--- config.mk ---
export PLATFORM = sky130hd
export DESIGN_NAME = tfet_ram
export DESIGN_NICKNAME = d
export VERILOG_FILES = /design/src/hdl/tfet_ram.sv
export SDC_FILE = /design/constraint.sdc
export NUM_CORES = 1
export LEC_CHECK = 0
export CAP_MARGIN = 20
export CORE_ASPECT_RATIO = 1.75
export CORE_MARGIN = 2
export CORE_UTILIZATION = 60
export CTS_CLUSTER_SIZE = 16
export DETAILED_ROUTE_END_ITERATION = 10
export DONT_BUFFER_PORTS = 1
export HOLD_SLACK_MARGIN = 0.08
export PLACE_DENSITY = 0.76
export SKIP_LAST_GASP = 1
export SYNTH_ARGS = -nofsm -noshare
export SYNTH_HDL_FRONTEND = slang
export SYNTH_SLANG_ARGS = --single-unit
--- constraint.sdc ---
create_clock -name clk_i -period 4 [get_ports clk_i]
set_input_delay 0.2 -clock clk_i [delete_from_list [all_inputs] [get_ports clk_i]]
set_output_delay 0.2 -clock clk_i [all_outputs]
set_load 0.05 [all_outputs]
--- src/hdl/tfet_ram.sv ---
module tfet_ram #(
  parameter int unsigned WIDTH = 8,
  parameter int unsigned DEPTH = 64
) (
  input  logic                     clk_i,
  input  logic                     we_i,
  input  logic [$clog2(DEPTH)-1:0] waddr_i,
  input  logic [WIDTH-1:0]         wdata_i,
  input  logic [$clog2(DEPTH)-1:0] raddr_i,
  output logic [WIDTH-1:0]         rdata_o
);

  logic [WIDTH-1:0] mem_q [DEPTH];

  always_ff @(posedge clk_i) begin
    if (we_i) begin
      mem_q[waddr_i] <= wdata_i;
    end
    rdata_o <= mem_q[raddr_i];
  end

endmodule

Word level (Yosys, flattened, before mapping)
Memories as Yosys holds them, arrays and structs flattened. A register that Yosys moved wholly into a read port is not among the register bits.
Index checks and enable logic that the tools add are counted.
Operators by class
  mux-type cells: 2
Operators with widths (number)
  $mux W1: 2
Storage, ports and cells
  register bits: 0
  RAM bits: 512
  bits of input ports: 22
  output and inout port bits: 8
  word-level logic and storage cells: 3
  memories: 1
Memory list
  mem_q: words 64, width 8, rd ports 1, clocked after Yosys merged registers in 1, write ports 1, RTL line 13  | logic [WIDTH-1:0] mem_q [DEPTH];

Logic depth before layout (Yosys ltp)
  depth in word-level cells: 2
  mapped depth: 9

Least setup slack after synthesis
Ideal clock, no wire load.
  path type: input -> register
  from: input port raddr_i[1]
  to: register rdata_o[3], read port of mem_q
  library setup time: 0.128 ns
  arrival: 1.740 ns
  data required time: 3.872 ns
  slack: 2.132 ns
  cell stages on the path: 7
  cells stage by stage: buf_4 buf_2 buf_2 mux4_2 mux4_2 o21ai_1 o41ai_1
RTL lines
  start, declared: RTL line 9  | input logic [$clog2(DEPTH)-1:0] raddr_i,
  end, declared: RTL line 10  | output logic [WIDTH-1:0] rdata_o

==> flow_summary.toml <==
[routing]
vias = 9403
drt-pass1-iter-count = 5
drcViolationCount = 0
ant_nets = 0
drt_iter0_markers = 1054
wl_per_cell_um = 31.08
wirelength_um = 43510
vias_per_cell = 6.716

[synthesis]
ys_warn_count = 0
synth_area_leaders = "edfxtp_1, mux4_2, nor2_1"
syn-num-nets = 962
synth_cell_types = 40
synth.avg_cell_area_um2 = 21.45
netlist.area_leader.share_pct = 76.24
synth_common_cells = "edfxtp_1, mux4_2, nor2_1, mux2i_1, nand2_1"
synth_top_cell_by_area = "edfxtp_1"
synth_edf_count = 512
syn_area_mm2 = 0.02017
async_flop_share_pct = 0
synthFlopType = "edfxtp_1"
post-synth-top-count-cell = "edfxtp_1"
yosysSeqAreaShare_pct = 77.03
synthCells = 940
ys_ff_latch = 520

[global_route]
grt_start_max_net_pins = 138
grt_usage_pct = 25.88
grt.overflow.total = 0
grt_pass1_wl_um = 64400
antenna_found_initial = 2
grt_pass1_vias = 9853

[die]
coreArea_mm2 = 0.03303
ios = 30
die_h_um = 246.5
fp.dieArea_mm2 = 0.03515
initial_core_util_pct = 61.05
die_x_um = 142.6
fp-row-count = 88

[sta]
rsz0062_at_grt = "false"
hold_slack_ps = 92.56
fmax_mhz = 343.9
slew_headroom_pct = 34.02
period_minus_slack_ps = 2908
fin_tns_setup_ps = 0
finalSetupViolCount = 0
hold_viol = 0
drv_slew = 0
min_period_over_period_pct = 72.70
worstMarginPinSlew_ps = 986.1
clock_skew_ps = 24.30

[placement]
placed_cells = 1296
io_buffers = 0
dp_hpwl_um = 25250
gp_congestion = 0.8920

[flow_run]
max_cap_viol_count = 0

[hold_path]
hp-class = "input pin to flop"

[critical_path]
cp.arrival_ps = 3360
cp_cell_sequence = "mux4_2, mux4_2, nor2_1, dlygate4sd3_1, o32ai_1, dlygate4sd3_1"
end_kind = "flop"
startpoint_type = "flop"
cp_num_buf_inv = 2
crit_fanout = 1
required_ps = 4460
cp_top_family = "buffers and inverters"
critPathKind = "flop to flop"
cpPeakStageDelay_ps = 600
slowest_stage = "dlygate4sd3_1"

[clock_tree]
cts_hold_buf = 27
tritoncts = "done"
worstSkewPairLatency_ps = 570
clockBufferDepth = 3
post_cts_buffers = 0
cts_resized = 0
htreeDepth = 2
path_clk_slew_ps = 70
cts_sinks = 520
numCtsBuffers = 44
cts-root-buf = "clkbuf_16"

[power_and_ir_drop]
power_density_mw_per_mm2 = 472.7
fin_total_pwr_uw = 10420
ir_drop_mv = 0.3467
static-leakage-power_uw = 0.006760

[layout]
stdcell_count = 1400
syn2layout_area_growth_pct = 9.337
post-route-util_pct = 66.75
final_nets = 986
drive_gt1_share_pct = 20.54
fill_cells = 2026

[run_status]
status = "finished clean"
[area by class of cell]
type	count	area (um^2)	share of cell area (%)
tap	405	506.7	2.298
sequential	520	15530	70.45
multi-input combinational	369	4315	19.57
timing repair buffer	29	425.4	1.929
clock inverter	15	80.08	0.3632
clock buffer	60	1182	5.362
antenna	2	5.005	0.02270
[where the power goes]
| part | leakage [uW] | internal, uW | switching [uW] | total, uW |
|---|---|---|---|---|
| clock network | 0.000614 | 2070 | 1820 | 3890 |
| logic | 0.00147 | 212 | 239 | 452 |
| registers | 0.00467 | 6030 | 52.3 | 6080 |
| total | 0.00676 | 8310 | 2110 | 10400 |
[flip-flops by register name (all words and copies together), names as in the netlist]
signal   flops
mem_q      512
rdata_o      8
[per-layer routing]
metal	GRT usage, %	vias up	part of all wire (%)	routed length (um)
met5	0	-	0	0
met4	10.86	0	4.3	1879
met3	4.606	106	7.2	3120
met2	45.66	421	54	23570
met1	31.51	4910	34	14940
li1	-	3966	-	-
[metrics by stage]
stage               area (um^2)  worst slack, ps
floorplan                 20170             2132
global placement          20370             1942
detailed placement        20370             1889
CTS                       22040             1090
global route              22050             1029
finish                    22050             1092
[worst paths after layout]
kind	start	to	slack, ps	depth (start not counted)
max reg2reg	mem_q[55][6]	rdata_o[6]	1090	6
min	raddr_i[4]	rdata_o[5]	90	2
max	mem_q[55][6]	rdata_o[6]	1090	6
min reg2reg	mem_q[31][4]	rdata_o[4]	930	3
[layout by cell type, fill, tap and decap left out, types with 3 or more instances in the layout]
master         count
edfxtp_1         512
mux4_2           126
nor2_1            83
clkbuf_16         45
mux2i_1           23
nand2_1           19
dlygate4sd3_1     19
clkbuf_1          15
nor2b_1           14
mux2_2            13
nand3_1           13
o221ai_1           8
o22ai_1            8
buf_16             8
dfxtp_1            8
nand2b_1           7
nor3_1             7
clkinv_1           7
a221oi_1           6
clkinv_2           6
a211oi_1           4
nand3b_1           3
a21oi_1            3
a22oi_1            3
o2111ai_1          3
o2bb2ai_1          3
[cells by family (layout without fill, tap and decap cells)]
kind of cell	count (synthesis)	after routing	share of synthesized area, %
compound gates	54	54	2.072
buf+inv	51	104	1.570
flops	520	520	77.03
simple gates	153	153	3.387
mux	162	162	15.94
other cells	0	2	0
No activity file was read; power rests on OpenSTA's default activity.
