--- src/hdl/tfet_pkg.sv ---
package tfet_pkg;

  localparam int unsigned CAPACITY = 64;
  localparam int unsigned AW       = $clog2(CAPACITY);
  localparam int unsigned CW       = $clog2(CAPACITY + 1);
  localparam int unsigned ENT_W    = 80;
  localparam int unsigned DIV_STEPS = 17;

  localparam logic [CW-1:0] CAP_C    = CW'(CAPACITY);
  localparam logic [31:0]   DAY_MS   = 32'd86400000;
  localparam logic [16:0]   Q16_ONE  = 17'd65536;
  localparam logic [16:0]   FADE_MIN = 17'd656;

  localparam logic [1:0] MODE_ADD   = 2'd0;
  localparam logic [1:0] MODE_TICK  = 2'd1;
  localparam logic [1:0] MODE_STRIP = 2'd2;

  localparam logic REG_MAX_ENTRIES   = 1'b0;
  localparam logic REG_SEARCH_WINDOW = 1'b1;

  typedef enum logic [3:0] {
    ST_IDLE, ST_SRD, ST_SCMP, ST_WRD, ST_WEVAL, ST_WDIV, ST_WEMIT, ST_WEND, ST_ADD, ST_FIN
  } state_e;

  typedef enum logic [1:0] {OP_TICK, OP_STRIP, OP_EVICT} op_e;

  typedef struct packed {
    logic [15:0] key;
    logic [31:0] fade;
    logic [31:0] stop;
  } entry_t;

  typedef struct packed {
    logic        start;
    logic [31:0] num;
    logic [31:0] den;
  } div_req_t;

  typedef struct packed {
    logic        busy;
    logic [16:0] level;
  } div_rsp_t;

endpackage

--- src/hdl/tfet_div.sv ---
module tfet_div (
  input  logic              clk_i,
  input  logic              rst_ni,
  input  tfet_pkg::div_req_t req_i,
  output tfet_pkg::div_rsp_t rsp_o
);
  import tfet_pkg::*;

  logic [32:0] r_q, r_d;
  logic [31:0] d_q, d_d;
  logic [16:0] q_q, q_d;
  logic [4:0]  cnt_q, cnt_d;
  logic        busy_q, busy_d;
  logic        ge;
  logic [32:0] diff, rem;

  // Restoring division: the numerator never exceeds the divisor, so 17
  // quotient bits cover the whole Q16 range including exactly one.
  assign ge   = r_q >= {1'b0, d_q};
  assign diff = r_q - {1'b0, d_q};
  assign rem  = ge ? diff : r_q;

  always_comb begin
    r_d    = r_q;
    d_d    = d_q;
    q_d    = q_q;
    cnt_d  = cnt_q;
    busy_d = busy_q;
    if (req_i.start) begin
      r_d    = {1'b0, req_i.num};
      d_d    = req_i.den;
      q_d    = '0;
      cnt_d  = 5'(DIV_STEPS);
      busy_d = 1'b1;
    end else if (busy_q) begin
      r_d   = {rem[31:0], 1'b0};
      q_d   = {q_q[15:0], ge};
      cnt_d = cnt_q - 5'd1;
      if (cnt_q == 5'd1) begin
        busy_d = 1'b0;
      end
    end
  end

  always_ff @(posedge clk_i or negedge rst_ni) begin
    if (!rst_ni) begin
      busy_q <= 1'b0;
      cnt_q  <= '0;
    end else begin
      busy_q <= busy_d;
      cnt_q  <= cnt_d;
    end
  end

  always_ff @(posedge clk_i) begin
    r_q <= r_d;
    d_q <= d_d;
    q_q <= q_d;
  end

  assign rsp_o.busy  = busy_q;
  assign rsp_o.level = q_q;

endmodule

--- config.mk ---
export PLATFORM = sky130hd
export DESIGN_NAME = tfet_div
export DESIGN_NICKNAME = d
export VERILOG_FILES = /design/src/hdl/tfet_pkg.sv /design/src/hdl/tfet_div.sv
export SDC_FILE = /design/constraint.sdc
export NUM_CORES = 1
export LEC_CHECK = 0
export ABC_AREA = 1
export BUFFER_PORTS_ARGS = -buffer_cell sky130_fd_sc_hd__buf_2
export CORE_ASPECT_RATIO = 2
export CORE_MARGIN = 1.5
export CORE_UTILIZATION = 59
export CTS_CLUSTER_SIZE = 8
export DETAILED_ROUTE_END_ITERATION = 16
export PLACE_DENSITY = 0.81
export SLEW_MARGIN = 40
export SYNTH_ARGS = -nofsm -noshare
export SYNTH_HDL_FRONTEND = slang
export SYNTH_SLANG_ARGS = --single-unit
--- constraint.sdc ---
create_clock -name clk_i -period 3.3 [get_ports clk_i]
set_clock_uncertainty 0.2 [all_clocks]
set_input_delay 0.33 -clock clk_i [delete_from_list [all_inputs] [get_ports clk_i]]
set_output_delay 0.33 -clock clk_i [all_outputs]
set_load 0.02 [all_outputs]
[Yosys cells after proc, flatten, opt, wreduce, memory -nomap -nowiden]
Cells that the tools add are included.
Cells by class
  reductions and logical operators: 1
  order comparisons: 1
  eq/ne operators: 1
  mux-type cells: 8
  add/subtract/negate cells: 2
Operators with widths (count)
  $mux W32: 3
  $ge A33 B32 Y1: 1
  $sub A32 B32 Y32: 1
  $mux W5: 2
  $eq A5 B1 Y1 const B: 1
  $sub A5 B1 Y5 const B: 1
  $mux W1: 3
  $reduce_bool A2 Y1: 1
Storage, ports and cells
  word-level logic and storage cells: 19
  output and inout port bits: 18
  input bits: 67
  register bits: 88

[Logic depth before layout (Yosys ltp)]
  word-level depth: 4
  depth in mapped cells: 16
  mapped depth without buffers: 16

[Least setup slack after synthesis]
No wires, ideal clock.
  path type: register -> register
  start: reg busy_q
  end: reg r_q[0] (enable)
  clock period less this slack: 2291 ps
  library setup time: 409 ps
  buffers on the path: 1
  data required time: 2691 ps
  arrival: 1682 ps
  slack: 1009 ps
  stages on the path, launching flop included: 4
  cells stage by stage: dfrtp_1 > nor2_1 > clkinv_1 > buf_1
On the way
  word-level cells in the longest chain between the ends: 1
Ends and longest elaborated chain
  start: declaration: line tfet_div.sv:13  | logic busy_q, busy_d;
  start signal: assignment: line tfet_div.sv:50  | busy_q <= busy_d;
  $reduce_bool A2 Y1 (no source line)
  end signal: assignment: line tfet_div.sv:56  | r_q <= r_d;
  end: declaration: line tfet_div.sv:9  | logic [32:0] r_q, r_d;
Every way passes these cells.
A chain may end at the register's enable or synchronous reset.

[Worst setup path after layout]
  start: reg r_q[26]
  end: reg r_q[6] (data pin)
On the way
  word-level cells in the longest chain between the ends: 4
Ends and longest elaborated chain
  $ge A33 B32 Y1: line tfet_div.sv:19  | assign ge = r_q >= {1'b0, d_q};
  $mux W32: line tfet_div.sv:21  | assign rem = ge ? diff : r_q;
  $mux W32: line tfet_div.sv:35  | end else if (busy_q) begin
  $mux W32: line tfet_div.sv:29  | if (req_i.start) begin
  via r_d[6]: line tfet_div.sv:9
The timed path passes the listed nets, and every way through them passes these cells. The select of a mux whose other input is x is not followed.

==> impl_metrics.env <==
export IMPL_antenna_left=0
export IMPL_static_leakage_power_uw=0.00392
export IMPL_cts_made_buffers=9
export IMPL_finalWeightedCongestion=0.979
export IMPL_floorplan_die_height_um=150
export IMPL_rsz0062_at_grt="no"
export IMPL_grt_pass1_vias=5670
export IMPL_finalSetupViolations=0
export IMPL_core_region_area_um2=10500
export IMPL_final_max_slew_violation_count=0
export IMPL_path_clk_slew_ns=0.07
export IMPL_beginning_of_the_critical_path="r_q[26]$_DFFE_PP_"
export IMPL_max_clock_freq_ghz=0.338
export IMPL_antenna_found_initial=0
export IMPL_switching_power_uw=2810
export IMPL_final_period_minus_worst_setup_slack_ns=2.96
export IMPL_worst_path_max_fanout=21
export IMPL_power_share_clock=0.156
export IMPL_first_pass_iters=5
export IMPL_tritoncts="done"
export IMPL_totalNegativeSetupSlack_ns=0
export IMPL_cp_start_kind="register"
export IMPL_vias_per_cell=5.02
export IMPL_syn_cell_area_um2=6340
export IMPL_finalHoldWorstSlack_ns=0.0522
export IMPL_clockBufferDepth=2
export IMPL_wire_per_inst_um=13.7
export IMPL_dp_hpwl_um=11700
export IMPL_port_buffers=84
export IMPL_register_area_um2=2430
export IMPL_timing_worst_slew_pin_value_ns=0.659
export IMPL_period_share=0.896
export IMPL_worstPathRequired_ns=3.20
export IMPL_netSwitchingFraction=0.459
export IMPL_worstReg2RegStart="r_q[26]$_DFFE_PP_"
export IMPL_timing_critical_path_to_type="register"
export IMPL_grt_overflow_total=0
export IMPL_finalNetCount=1098
export IMPL_pint_uw=3310
export IMPL_syn_num_nets=983
export IMPL_cts_resized=0
export IMPL_groute_usage_overall=0.280
export IMPL_layout_drive_gt1_share=0.140
export IMPL_drv_max_cap_violation_count=0
export IMPL_diodes=0
export IMPL_powerDensity_nw_per_um2=823
export IMPL_ys_warn_count=0
export IMPL_critical_path_arrival_ns=2.85
export IMPL_die_area_um2=11400
export IMPL_wl_um=15600
export IMPL_cts_sinks=88
export IMPL_setup_worst_path_class="reg2reg"
export IMPL_floorplan_initialDensity=0.605
export IMPL_grt_max_degree=34
export IMPL_setup_reg_to_reg_worst_slack_ns=0.34
export IMPL_worst_setup_path_endpoint="r_q[6]$_DFFE_PP_"
export IMPL_yosys_register_bits=88
export IMPL_cts_htree_levels=3
export IMPL_drc=0
export IMPL_status="finished, final reports clean"
export IMPL_vdd_ir_drop_worst_mv=0.607
export IMPL_via_count=5718
export IMPL_syn_instance_count=881
export IMPL_clk_root_buffer_cell="sky130_fd_sc_hd__clkbuf_16"
export IMPL_netlist_cell_type_count=37
export IMPL_avgSynthCellArea_um2=7.20
export IMPL_finalHoldViolations=0
export IMPL_reg_to_reg_critical_path_endpoint="r_q[6]$_DFFE_PP_"
export IMPL_rows=53
export IMPL_die_width_um=76.3
export IMPL_synth_yosys_seq_area_share=0.384
export IMPL_first_pass_grt_wire_length_um=25100
export IMPL_pwr_share_comb=0.574
export IMPL_power_frac_seq=0.270
export IMPL_post_cts_setup_buffers=0
export IMPL_area_growth_synth_to_final_pct=17.2
export IMPL_design_portCount=85
export IMPL_max_slew_margin=0.560
export IMPL_clk_insertion_delay_late_ns=0.34
export IMPL_multi_input_area_um2=3130
export IMPL_drt_iter0_drc=270
export IMPL_cell_depth_of_the_worst_flop_to_flop_path=12
export IMPL_worst_hold_path_type="in2reg"
export IMPL_num_fill_cells=938
[power groups by stage]
stage / clock [uW] / sequential, uW / combinational, uW
floorplan: 0 / 1640 / 2800
global placement: 0 / 1660 / 3400
detailed placement: 0 / 1670 / 3450
CTS: 974 / 1650 / 3500
global route: 1010 / 1680 / 3950
finish: 956 / 1650 / 3510
[cells by family (layout without fill, tap and decap cells)]
group,after synthesis,count (layout),share of synthesized area
and+or+nand+nor,510,510,0.362
buffers and inverters,186,306,0.122
DFF,88,88,0.384
AOI/OAI and AO/OA,48,48,0.0430
adders and majority gates,35,35,0.0702
xor gates and xnor gates,14,14,0.0193
[placed cells by master (no fill, tap or decap), types with 7 or more instances in the layout]
master                          netlist  final
sky130_fd_sc_hd__a21oi_1             21     21
sky130_fd_sc_hd__buf_2                3     84
sky130_fd_sc_hd__clkbuf_16            0      9
sky130_fd_sc_hd__dfxtp_1             18     18
sky130_fd_sc_hd__dlygate4sd3_1        0     33
sky130_fd_sc_hd__edfxtp_1            64     64
sky130_fd_sc_hd__ha_1                34     34
sky130_fd_sc_hd__inv_1              164    163
sky130_fd_sc_hd__nand2_1            326    326
sky130_fd_sc_hd__nand2_2             15     15
sky130_fd_sc_hd__nand3_1             55     55
sky130_fd_sc_hd__nand3b_1            41     41
sky130_fd_sc_hd__nor2_1              45     45
sky130_fd_sc_hd__nor2_2               9      9
sky130_fd_sc_hd__o21ai_0              7      7
sky130_fd_sc_hd__o22ai_1             16     16
sky130_fd_sc_hd__xnor2_1             14     14
[cell usage after synthesis, drive strengths merged]
master	instances	area share
a21oi	23	0.019
and2	3	0.0030
and3	2	0.0020
buf	14	0.020
clkbuf	5	0.0030
clkinv	2	0.0012
dfrtp	6	0.024
dfxtp	18	0.057
edfxtp	64	0.30
fa	1	0.0032
ha	34	0.067
inv	165	0.098
nand2	343	0.21
nand3	57	0.048
nand3b	41	0.049
nand4	2	0.0020
nor2	56	0.039
nor3	5	0.0057
nor4	1	0.00099
o21ai	7	0.0055
o21bai	2	0.0024
o22ai	16	0.016
xnor2	14	0.019
[state kept, by name (all words and copies together), names as in the netlist]
| name | count |
|---|---|
| busy_q | 1 |
| cnt_q | 5 |
| d_q | 32 |
| q_q | 17 |
| r_q | 33 |
[worst max-delay path: stages, from the launching register on]
cell,delay (ns)
sky130_fd_sc_hd__edfxtp_1,0.39
sky130_fd_sc_hd__ha_1,0.37
sky130_fd_sc_hd__nand2_1,0.09
sky130_fd_sc_hd__nand2_1,0.10
sky130_fd_sc_hd__inv_1,0.09
sky130_fd_sc_hd__o21ai_0,0.07
sky130_fd_sc_hd__a21oi_1,0.16
sky130_fd_sc_hd__nand2_1,0.12
sky130_fd_sc_hd__nor2_4,0.53
sky130_fd_sc_hd__buf_4,0.31
sky130_fd_sc_hd__nand3b_1,0.10
sky130_fd_sc_hd__nand3_1,0.10
sky130_fd_sc_hd__nand2_1,0.06
[how the worst min path moves through the flow]
| stage | slack [ns] | from | endpoint | cells after the start |
|---|---|---|---|---|
| 2_1_floorplan | -0.17 | rst_ni | busy_q$_DFF_PN0_ | 0 |
| 3_3_place_gp | -0.04 | rst_ni | cnt_q[0]$_DFFE_PN0P_ | 1 |
| 3_5_place_dp | -0.04 | rst_ni | busy_q$_DFF_PN0_ | 1 |
| 4_1_cts | 0.04 | req_i[57] | r_q[25]$_DFFE_PP_ | 3 |
| 5_1_grt | 0.06 | req_i[57] | r_q[25]$_DFFE_PP_ | 3 |
| 6_report | 0.05 | req_i[32] | r_q[0]$_SDFFCE_PN0P_ | 3 |
[layout make-up]
| class | count | area share |
|---|---|---|
| clock buffers | 10 | 0.0308 |
| clock inverters | 6 | 0.00589 |
| inverters | 167 | 0.0843 |
| multi-input cells | 607 | 0.422 |
| flip-flops and latches | 88 | 0.327 |
| well taps | 137 | 0.0231 |
| repair buffers | 123 | 0.107 |
[repair_timing]
action	in CTS	in global routing
hold buffers	33	0
endpoints found under the setup margin	0	0
endpoints found under the hold margin	38	0
[routing by layer]
layer,up-vias,routed length [um],global-route usage
li1,2981,-,-
met1,2576,5830,0.265
met4,0,641,0.143
met5,-,0,0
met3,35,453,0.0348
met2,126,8680,0.570
[stage by stage]
step / instances / area, um^2 / utilization / worst slack, ns / power (uW)
finish: 1138 / 7430 / 0.709 / 0.344 / 6120
global route: 1138 / 7430 / 0.709 / 0.184 / 6640
CTS: 1138 / 7430 / 0.709 / 0.370 / 6120
detailed placement: 1089 / 6830 / 0.652 / 0.400 / 5120
global placement: 1089 / 6830 / 0.652 / 0.419 / 5070
floorplan: 881 / 6340 / - / 1.01 / 4440
Power figures use the tool's default switching activity.
